File: src/rtl/ffba_pkg.sv
// Shared types, constants and command/status codes for the first-fit block allocator.
// Used by the interfaces, the controller, the datapath and the top level.
`default_nettype none

package ffba_pkg;

   // Table geometry.
   localparam int MAX_BLOCKS = 64;
   localparam int IDX_W      = $clog2(MAX_BLOCKS);
   localparam int CNT_W      = IDX_W + 1;

   // Field widths.
   localparam int OFF_W  = 29;
   localparam int SIZE_W = 29;
   localparam int ADDR_W = 28;
   localparam int STAT_W = 3;

   // Heap constants.
   localparam logic [SIZE_W-1:0] HEADER_BYTES = 29'd32;
   localparam logic [SIZE_W-1:0] HEAP_BYTES   = 29'h1000_0000;
   localparam logic [SIZE_W-1:0] SIZE_4K      = 29'd4096;
   localparam logic [SIZE_W-1:0] SIZE_1M      = 29'd1048576;
   localparam logic [SIZE_W-1:0] SIZE_4M      = 29'd4194304;

   typedef enum logic [STAT_W-1:0] {
      ST_OK         = 3'd0,
      ST_BAD_SIZE   = 3'd1,
      ST_OVER_AVAIL = 3'd2,
      ST_NO_FIT     = 3'd3,
      ST_FULL       = 3'd4,
      ST_BAD_FREE   = 3'd5
   } status_type;

   typedef enum logic {
      OP_ALLOC = 1'b0,
      OP_FREE  = 1'b1
   } op_type;

   // One table entry as kept in the block memory.
   typedef struct packed {
      logic [OFF_W-1:0]  off;
      logic [SIZE_W-1:0] size;
      logic              free;
   } entry_type;

   typedef enum logic [2:0] {
      RD_IDX,
      RD_IDX_NEXT,
      RD_IDX_PREV,
      RD_PTR_PREV,
      RD_PTR_NEXT
   } rd_sel_type;

   typedef enum logic [2:0] {
      WR_INIT,
      WR_SHIFT,
      WR_REMAINDER,
      WR_ALLOC,
      WR_CUR,
      WR_PREV_MERGE
   } wr_sel_type;

   // Commands from the controller to the datapath.
   typedef struct packed {
      logic       load;
      logic       idx_clr;
      logic       idx_inc;
      logic       ptr_cnt;
      logic       ptr_idx;
      logic       ptr_idx_next;
      logic       ptr_dec;
      logic       ptr_inc;
      logic       cur_load;
      logic       cur_free;
      logic       cur_merge;
      logic       rd_en;
      rd_sel_type rd_sel;
      logic       wr_en;
      wr_sel_type wr_sel;
      logic       cnt_inc;
      logic       cnt_dec;
      logic       avail_alloc;
      logic       avail_free;
      logic       addr_set;
      logic       fin;
      status_type status;
      logic       rsp_load;
   } cmd_type;

   // Status from the datapath to the controller.
   typedef struct packed {
      op_type op;
      logic   bad_size;
      logic   over_avail;
      logic   idx_at_cnt;
      logic   match;
      logic   cnt_full;
      logic   ptr_at_idx_next;
      logic   idx_next_in;
      logic   idx_zero;
      logic   rd_free;
      logic   ptr_last;
   } stat_type;

endpackage

`default_nettype wire

File: src/rtl/ffba_ctrl.sv
// Controller state machine of the allocator: sequences scan, split, merge and table shifts.
// Depends on ffba_pkg; drives ffba_datapath through the command struct.
`default_nettype none

module ffba_ctrl (
   input  wire                  clock,
   input  wire                  reset,
   input  wire                  req_valid,
   output logic                 req_ready,
   output logic                 rsp_valid,
   input  wire                  rsp_ready,
   input  ffba_pkg::stat_type   stat,
   output ffba_pkg::cmd_type    cmd
);

   typedef enum logic [4:0] {
      S_INIT,
      S_IDLE,
      S_CHECK,
      S_SCAN_RD,
      S_SCAN_CHK,
      S_INS_RD,
      S_INS_WR,
      S_SPLIT_A,
      S_SPLIT_B,
      S_FREE_UPD,
      S_NEXT_CHK,
      S_REM_RD,
      S_REM_WR,
      S_PREV_RD,
      S_PREV_CHK,
      S_WR_CUR,
      S_RESP
   } state_type;

   state_type state_ff;
   state_type state_in;
   logic      rsp_valid_ff;
   logic      rsp_valid_in;
   logic      tail_ff;
   logic      tail_in;
   logic      slot_free;

   assign slot_free = !rsp_valid_ff || rsp_ready;
   assign req_ready = state_ff == S_IDLE;
   assign rsp_valid = rsp_valid_ff;

   // Next state and commands.
   always_comb begin
      state_in     = state_ff;
      tail_in      = tail_ff;
      rsp_valid_in = rsp_valid_ff && !rsp_ready;
      cmd          = '0;
      cmd.rd_sel   = ffba_pkg::RD_IDX;
      cmd.wr_sel   = ffba_pkg::WR_CUR;
      cmd.status   = ffba_pkg::ST_OK;
      unique case (state_ff)
         S_INIT: begin
            cmd.wr_en  = 1'b1;
            cmd.wr_sel = ffba_pkg::WR_INIT;
            state_in   = S_IDLE;
         end
         S_IDLE: begin
            if (req_valid) begin
               cmd.load    = 1'b1;
               cmd.idx_clr = 1'b1;
               state_in    = S_CHECK;
            end
         end
         S_CHECK: begin
            if (stat.op == ffba_pkg::OP_ALLOC && stat.bad_size) begin
               cmd.fin    = 1'b1;
               cmd.status = ffba_pkg::ST_BAD_SIZE;
               state_in   = S_RESP;
            end else if (stat.op == ffba_pkg::OP_ALLOC && stat.over_avail) begin
               cmd.fin    = 1'b1;
               cmd.status = ffba_pkg::ST_OVER_AVAIL;
               state_in   = S_RESP;
            end else begin
               state_in = S_SCAN_RD;
            end
         end
         // Walk the table one entry at a time: read the entry, then compare it.
         S_SCAN_RD: begin
            if (stat.idx_at_cnt) begin
               cmd.fin    = 1'b1;
               cmd.status = (stat.op == ffba_pkg::OP_ALLOC) ?
                            ffba_pkg::ST_NO_FIT : ffba_pkg::ST_BAD_FREE;
               state_in   = S_RESP;
            end else begin
               cmd.rd_en  = 1'b1;
               cmd.rd_sel = ffba_pkg::RD_IDX;
               state_in   = S_SCAN_CHK;
            end
         end
         S_SCAN_CHK: begin
            if (!stat.match) begin
               cmd.idx_inc = 1'b1;
               state_in    = S_SCAN_RD;
            end else if (stat.op == ffba_pkg::OP_FREE) begin
               cmd.cur_load = 1'b1;
               state_in     = S_FREE_UPD;
            end else if (stat.cnt_full) begin
               cmd.fin    = 1'b1;
               cmd.status = ffba_pkg::ST_FULL;
               state_in   = S_RESP;
            end else begin
               cmd.cur_load = 1'b1;
               cmd.ptr_cnt  = 1'b1;
               state_in     = S_INS_RD;
            end
         end
         // Open a gap after the chosen block by moving later entries up.
         S_INS_RD: begin
            if (stat.ptr_at_idx_next) begin
               state_in = S_SPLIT_A;
            end else begin
               cmd.rd_en  = 1'b1;
               cmd.rd_sel = ffba_pkg::RD_PTR_PREV;
               state_in   = S_INS_WR;
            end
         end
         S_INS_WR: begin
            cmd.wr_en   = 1'b1;
            cmd.wr_sel  = ffba_pkg::WR_SHIFT;
            cmd.ptr_dec = 1'b1;
            state_in    = S_INS_RD;
         end
         S_SPLIT_A: begin
            cmd.wr_en  = 1'b1;
            cmd.wr_sel = ffba_pkg::WR_REMAINDER;
            state_in   = S_SPLIT_B;
         end
         S_SPLIT_B: begin
            cmd.wr_en       = 1'b1;
            cmd.wr_sel      = ffba_pkg::WR_ALLOC;
            cmd.cnt_inc     = 1'b1;
            cmd.avail_alloc = 1'b1;
            cmd.fin         = 1'b1;
            cmd.addr_set    = 1'b1;
            cmd.status      = ffba_pkg::ST_OK;
            state_in        = S_RESP;
         end
         // Release: return the block to the available byte count, then try the next neighbor.
         S_FREE_UPD: begin
            cmd.avail_free = 1'b1;
            cmd.cur_free   = 1'b1;
            tail_in        = 1'b0;
            if (stat.idx_next_in) begin
               cmd.rd_en  = 1'b1;
               cmd.rd_sel = ffba_pkg::RD_IDX_NEXT;
               state_in   = S_NEXT_CHK;
            end else begin
               state_in = S_PREV_RD;
            end
         end
         S_NEXT_CHK: begin
            if (stat.rd_free) begin
               cmd.cur_merge    = 1'b1;
               cmd.ptr_idx_next = 1'b1;
               state_in         = S_REM_RD;
            end else begin
               state_in = S_PREV_RD;
            end
         end
         // Remove the entry at the pointer by moving later entries down.
         S_REM_RD: begin
            if (stat.ptr_last) begin
               cmd.cnt_dec = 1'b1;
               if (tail_ff) begin
                  cmd.fin    = 1'b1;
                  cmd.status = ffba_pkg::ST_OK;
                  state_in   = S_RESP;
               end else begin
                  state_in = S_PREV_RD;
               end
            end else begin
               cmd.rd_en  = 1'b1;
               cmd.rd_sel = ffba_pkg::RD_PTR_NEXT;
               state_in   = S_REM_WR;
            end
         end
         S_REM_WR: begin
            cmd.wr_en   = 1'b1;
            cmd.wr_sel  = ffba_pkg::WR_SHIFT;
            cmd.ptr_inc = 1'b1;
            state_in    = S_REM_RD;
         end
         S_PREV_RD: begin
            if (stat.idx_zero) begin
               state_in = S_WR_CUR;
            end else begin
               cmd.rd_en  = 1'b1;
               cmd.rd_sel = ffba_pkg::RD_IDX_PREV;
               state_in   = S_PREV_CHK;
            end
         end
         S_PREV_CHK: begin
            if (stat.rd_free) begin
               cmd.wr_en   = 1'b1;
               cmd.wr_sel  = ffba_pkg::WR_PREV_MERGE;
               cmd.ptr_idx = 1'b1;
               tail_in     = 1'b1;
               state_in    = S_REM_RD;
            end else begin
               state_in = S_WR_CUR;
            end
         end
         S_WR_CUR: begin
            cmd.wr_en  = 1'b1;
            cmd.wr_sel = ffba_pkg::WR_CUR;
            cmd.fin    = 1'b1;
            cmd.status = ffba_pkg::ST_OK;
            state_in   = S_RESP;
         end
         // Hand the result to the output register once it is free.
         S_RESP: begin
            if (slot_free) begin
               cmd.rsp_load = 1'b1;
               rsp_valid_in = 1'b1;
               state_in     = S_IDLE;
            end
         end
         default: begin
            state_in = S_IDLE;
         end
      endcase
   end

   // State and registered outputs.
   always_ff @(posedge clock) begin
      if (reset) begin
         state_ff     <= S_INIT;
         rsp_valid_ff <= 1'b0;
         tail_ff      <= 1'b0;
      end else begin
         state_ff     <= state_in;
         rsp_valid_ff <= rsp_valid_in;
         tail_ff      <= tail_in;
      end
   end

endmodule

`default_nettype wire

File: config.mk
export PLATFORM = sky130hd
export DESIGN_NAME = ffba_ctrl
export DESIGN_NICKNAME = d
export VERILOG_FILES = /design/src/rtl/ffba_pkg.sv /design/src/rtl/ffba_ctrl.sv
export SDC_FILE = /design/constraint.sdc
export NUM_CORES = 1
export LEC_CHECK = 0
export BUFFER_PORTS_ARGS = -buffer_cell sky130_fd_sc_hd__buf_4
export CORE_ASPECT_RATIO = 1.4
export CORE_MARGIN = 3
export CORE_UTILIZATION = 45
export DETAILED_ROUTE_END_ITERATION = 16
export HOLD_SLACK_MARGIN = 0.15
export PLACE_DENSITY = 0.91
export SLEW_MARGIN = 0
export SYNTH_ARGS = -nofsm -noshare
export SYNTH_HDL_FRONTEND = slang
export SYNTH_SLANG_ARGS = --single-unit
File: constraint.sdc
create_clock -name clock -period 2.5 [get_ports clock]
set_clock_uncertainty 0.1 [all_clocks]
set_input_delay 0.5 -clock clock [delete_from_list [all_inputs] [get_ports clock]]
set_output_delay 0.5 -clock clock [all_outputs]
set_load 0.01 [all_outputs]
Word level (Yosys, flattened, before mapping)
Cells that the tools add are included.

Register bits after elaboration: 7. Bits of input ports: 15. Output and inout port bits: 31.

Equality and inequality tests: 19. Multiplexer cells: 59. Bitwise logic cells: 1. Reductions and logical operators: 12.

Operator list (number): 5-bit case mux with 15 select lines (1); 4-bit two-way mux (14); 5-bit two-way mux (10); 5-bit by 4-bit equality test with 1-bit output (second input constant) (8); 4-bit case mux with 5 select lines (2); 4-bit case mux with 6 select lines (1); 1-bit two-way mux (23); 5-bit by 3-bit equality test with 1-bit output (second input constant) (4); 3-bit two-way mux (4); 5-bit by 2-bit equality test with 1-bit output (second input constant) (2); 2-bit two-way mux (3); 2-bit != test (second input constant) (3); 5-bit by 1-bit equality test with 1-bit output (second input constant) (1); 5-bit equality test (second input constant) (1); 5-bit zero test (1); 2-bit AND reduction (2); 2-bit OR reduction (2); 1-bit logical AND (3); 1-bit zero test (2); 1-bit case mux with 2 select lines (1); 2-bit nonzero test (1); 1-bit logical OR (1); 1-bit NOT (1).

Depth between registers and ports, before layout
Word-level depth: 5. Depth in mapped cells: 6. Gate-level depth less buffers: 4.

Worst setup path before layout
No wires, ideal clock.

Path type: flip-flop to output port. Start: register state_ff[2]. End: output port cmd[2] (netlist bit). Arrival: 1.659 ns. Required time: 1.900 ns. Setup slack: 0.241 ns. Cell stages (with the launch flop): 6. Cells stage by stage: dfxtp_1 or3b_1 buf_2 or4b_4 a2bb2oi_1 nor2_1.

RTL lines: from (decl) (RTL line ffba_ctrl.sv:36) `state_type state_ff;`; from (signal assigned) (RTL line ffba_ctrl.sv:237) `state_ff <= state_in;`; to (decl) (RTL line ffba_ctrl.sv:13) `output ffba_pkg::cmd_type cmd`.

==> run_results.csv <==
group,metric,value,unit
floorplan,ios,46,
place,port_buffers,45,
logic_synthesis,yosysSeqAreaShare,0.160,
drt,drt_iter0_drc,43,
run_status,outcome,"complete, but fails checks",
clock_network,cts_root_buf,"clkbuf_4",
logic_synthesis,netlist_area,878,µm²
floorplan,core-area,0.00180,mm²
place,gp_congestion,0.924,
min_path,hold_path.class,"in2reg",
power,p_sw,0.112,mW
grt,grt_max_degree,19,
logic_synthesis,synth_area_leaders,"dfxtp_1 16%, nor2_1 6.0%, buf_4 4.3%",
logic_synthesis,async_flop_share,0,
sta,slew_violations,0,
cells_and_area,finalNetCount,192,
clock_network,hold_buffers,0,
grt,grt_pass1_vias,1095,
critical_path,cp-end-kind,"output port",
critical_path,slowest_stage,"or4b_4",
floorplan,dieHeight,58.3,µm
place,hpwl,2.42,mm
cells_and_area,areaGrowthSynthToFinish,45.9,%
run,cap_violations,0,
power,pwr-share-seq,0.359,
critical_path,required,1.90,ns
logic_synthesis,syn_inst,132,
sta,setup_ws,-0.0258,ns
critical_path,worstSetupPathType,"reg2out",
power,power_density,265,mW/mm²
drt,drt-pass1-iter-count,4,
power,swShare,0.330,
critical_path,critPathBufInv,1,
logic_synthesis,synth_top_cells_by_count,"14 x nor2_1, 9 x nand2_1, 8 x clkbuf_1",
grt,grt_pass1_wl,4.80,mm
power,peakVddDrop,0.282,mV
power,p_leak,0.593,nW
clock_network,cts_num_sinks,7,
logic_synthesis,synth-seq-cells,7,
drt,vias,1233,
logic_synthesis,yosysWarnings,0,
cells_and_area,utilization,0.711,
grt,grt_overflow,0,
floorplan,die-area,0.00253,mm²
critical_path,critical_path.cell_chain,"or3b_4 > or4b_4 > a21oi_2 > or3_1 > buf_4",
critical_path,crit_fanout,6,
sta,setup_viol,2,
power,pwr-share-comb,0.320,
clock_network,cts_max_level,1,
drt,viasPerCell,6.29,
logic_synthesis,avgSynthCellArea,6.65,µm²
logic_synthesis,synth_top_area_share,0.160,
critical_path,max_stage_delay,0.53,ns
drt,wl,3.23,mm
run_status,violations,"setup timing",
power,intPower,0.228,mW
drt,ant_nets,0,
logic_synthesis,synth_edf_count,0,
logic_synthesis,synth_cell_types,43,
logic_synthesis,yosysMostFrequentCell,"nor2_1",
sta,whs,0.324,ns
grt,grtUsageTotal,0.248,
sta,max_freq,0.396,GHz
sta,relSlewSlack,0.615,
clock_network,cts_buffer_depth,2,
logic_synthesis,synth_top_area_cell,"dfxtp_1",
power,clockPowerShare,0.321,
drt,drc,0,
critical_path,cp-start-kind,"flip-flop",
cells_and_area,diodes,0,
sta,hold_viol_final,0,
sta,fin_crit_sh,1.01,
floorplan,num_rows,18,
clock_network,tritoncts.num_buffers,3,
sta,period_needed,2.53,ns
sta,rsz0062_at_grt,"true",
floorplan,start_util,0.487,
clock_network,cts_tree,"yes",
critical_path,cpLargestDelayFamily,"simple AND/OR/NAND/NOR gates",
sta,tightest_slew,0.563,ns
clock_network,clock_latency,0.26,ns
grt,antenna_found_initial,0,
cells_and_area,fillCellCount,154,
drt,wl_per_cell,16.5,µm
floorplan,die_w,43.3,µm
logic_synthesis,synthFlopType,"dfxtp_1",
cells_and_area,drive_gt1_frac,0.398,
critical_path,cp.arrival,1.93,ns
logic_synthesis,synth_nets,147,
clock_network,path_clk_slew,0.06,ns
place,pre_cts_ws,0.208,ns
area by class of cell:
class                   count  area (µm²)  share of cell area
clock buffers               3        22.5              0.0176
inverters                   7        26.3              0.0205
clock inverters             1        5.00             0.00391
flip-flops and latches      7         148               0.115
repair buffers             56         420               0.328
multi-input cells         102         634               0.495
well taps                  20        25.0              0.0195
placed cells by master, fill, tap and decap left out, types with 2 or more instances in the layout:
| master | instances |
|---|---|
| o21ai_0 | 4 |
| nand2b_1 | 5 |
| buf_4 | 56 |
| nand4_1 | 2 |
| a21oi_1 | 7 |
| inv_1 | 7 |
| a211oi_1 | 3 |
| a2111oi_0 | 3 |
| nor2b_1 | 5 |
| o22ai_1 | 2 |
| a311oi_1 | 2 |
| nor3b_1 | 2 |
| nand2_1 | 8 |
| dfxtp_2 | 3 |
| nand3b_1 | 2 |
| nor2_1 | 14 |
| a31oi_1 | 3 |
| nand3_1 | 4 |
| nor3_1 | 7 |
| dfxtp_1 | 3 |
| or3_1 | 6 |
| clkbuf_4 | 3 |
metal layers:
metal,track usage,vias to the layer above,routed length [µm]
li1,-,575,-
met3,0.0373,19,209
met2,0.440,68,1620
met5,0,-,0
met1,0.271,571,1240
met4,0.142,0,169
through the flow:
step | instance area [µm²] | TNS (ns) | power (mW) | cells
2_1_floorplan | 878 | 0 | 0.176 | 132
3_3_place_gp | 1230 | 0 | 0.226 | 190
3_5_place_dp | 1230 | 0 | 0.229 | 190
4_1_cts | 1260 | -0.00824 | 0.339 | 194
5_1_grt | 1280 | -0.229 | 0.357 | 196
6_report | 1280 | -0.0352 | 0.340 | 196
flip-flops by register name, summed over array words and instances (netlist names):
signal,count
state_ff,5
rsp_valid,1
tail_ff,1
power groups by stage:
stage	Combinational [mW]	Sequential, mW	Clock [mW]
final	0.109	0.122	0.109
after global routing	0.116	0.122	0.119
after CTS	0.106	0.122	0.111
after detailed placement	0.105	0.124	0
after global placement	0.102	0.124	0
after floorplan	0.0585	0.118	0
worst paths after layout:
check / end / slack [ns] / depth (start not counted) / start
min: state_ff[2]$_SDFFE_PP0P_ / 0.32 / 2 / reset
max reg2reg: state_ff[0]$_SDFFE_PP0P_ / 0.36 / 5 / state_ff[1]$_SDFFE_PP0P_
min reg2reg: rsp_valid$_SDFF_PP0_ / 0.44 / 2 / rsp_valid$_SDFF_PP0_
max: cmd[4] / -0.03 / 5 / state_ff[2]$_SDFFE_PP0P_
what timing repair did:
item	in CTS	in global routing
pin swaps	0	2
gates resized for setup	4	3
setup buffers	0	2
endpoints found under the hold margin	0	0
setup endpoints to repair	3	4
logic make-up (layout without fill, tap and decap cells):
logic type	Yosys count	in the layout	share of synthesized area
AOI/OAI and AO/OA	37	37	0.305
xor gates and xnor gates	1	1	0.00997
DFF	7	7	0.160
and+or+nand+nor	64	64	0.402
buffers and inverters	23	67	0.124
(Power assumes the default switching activity.)
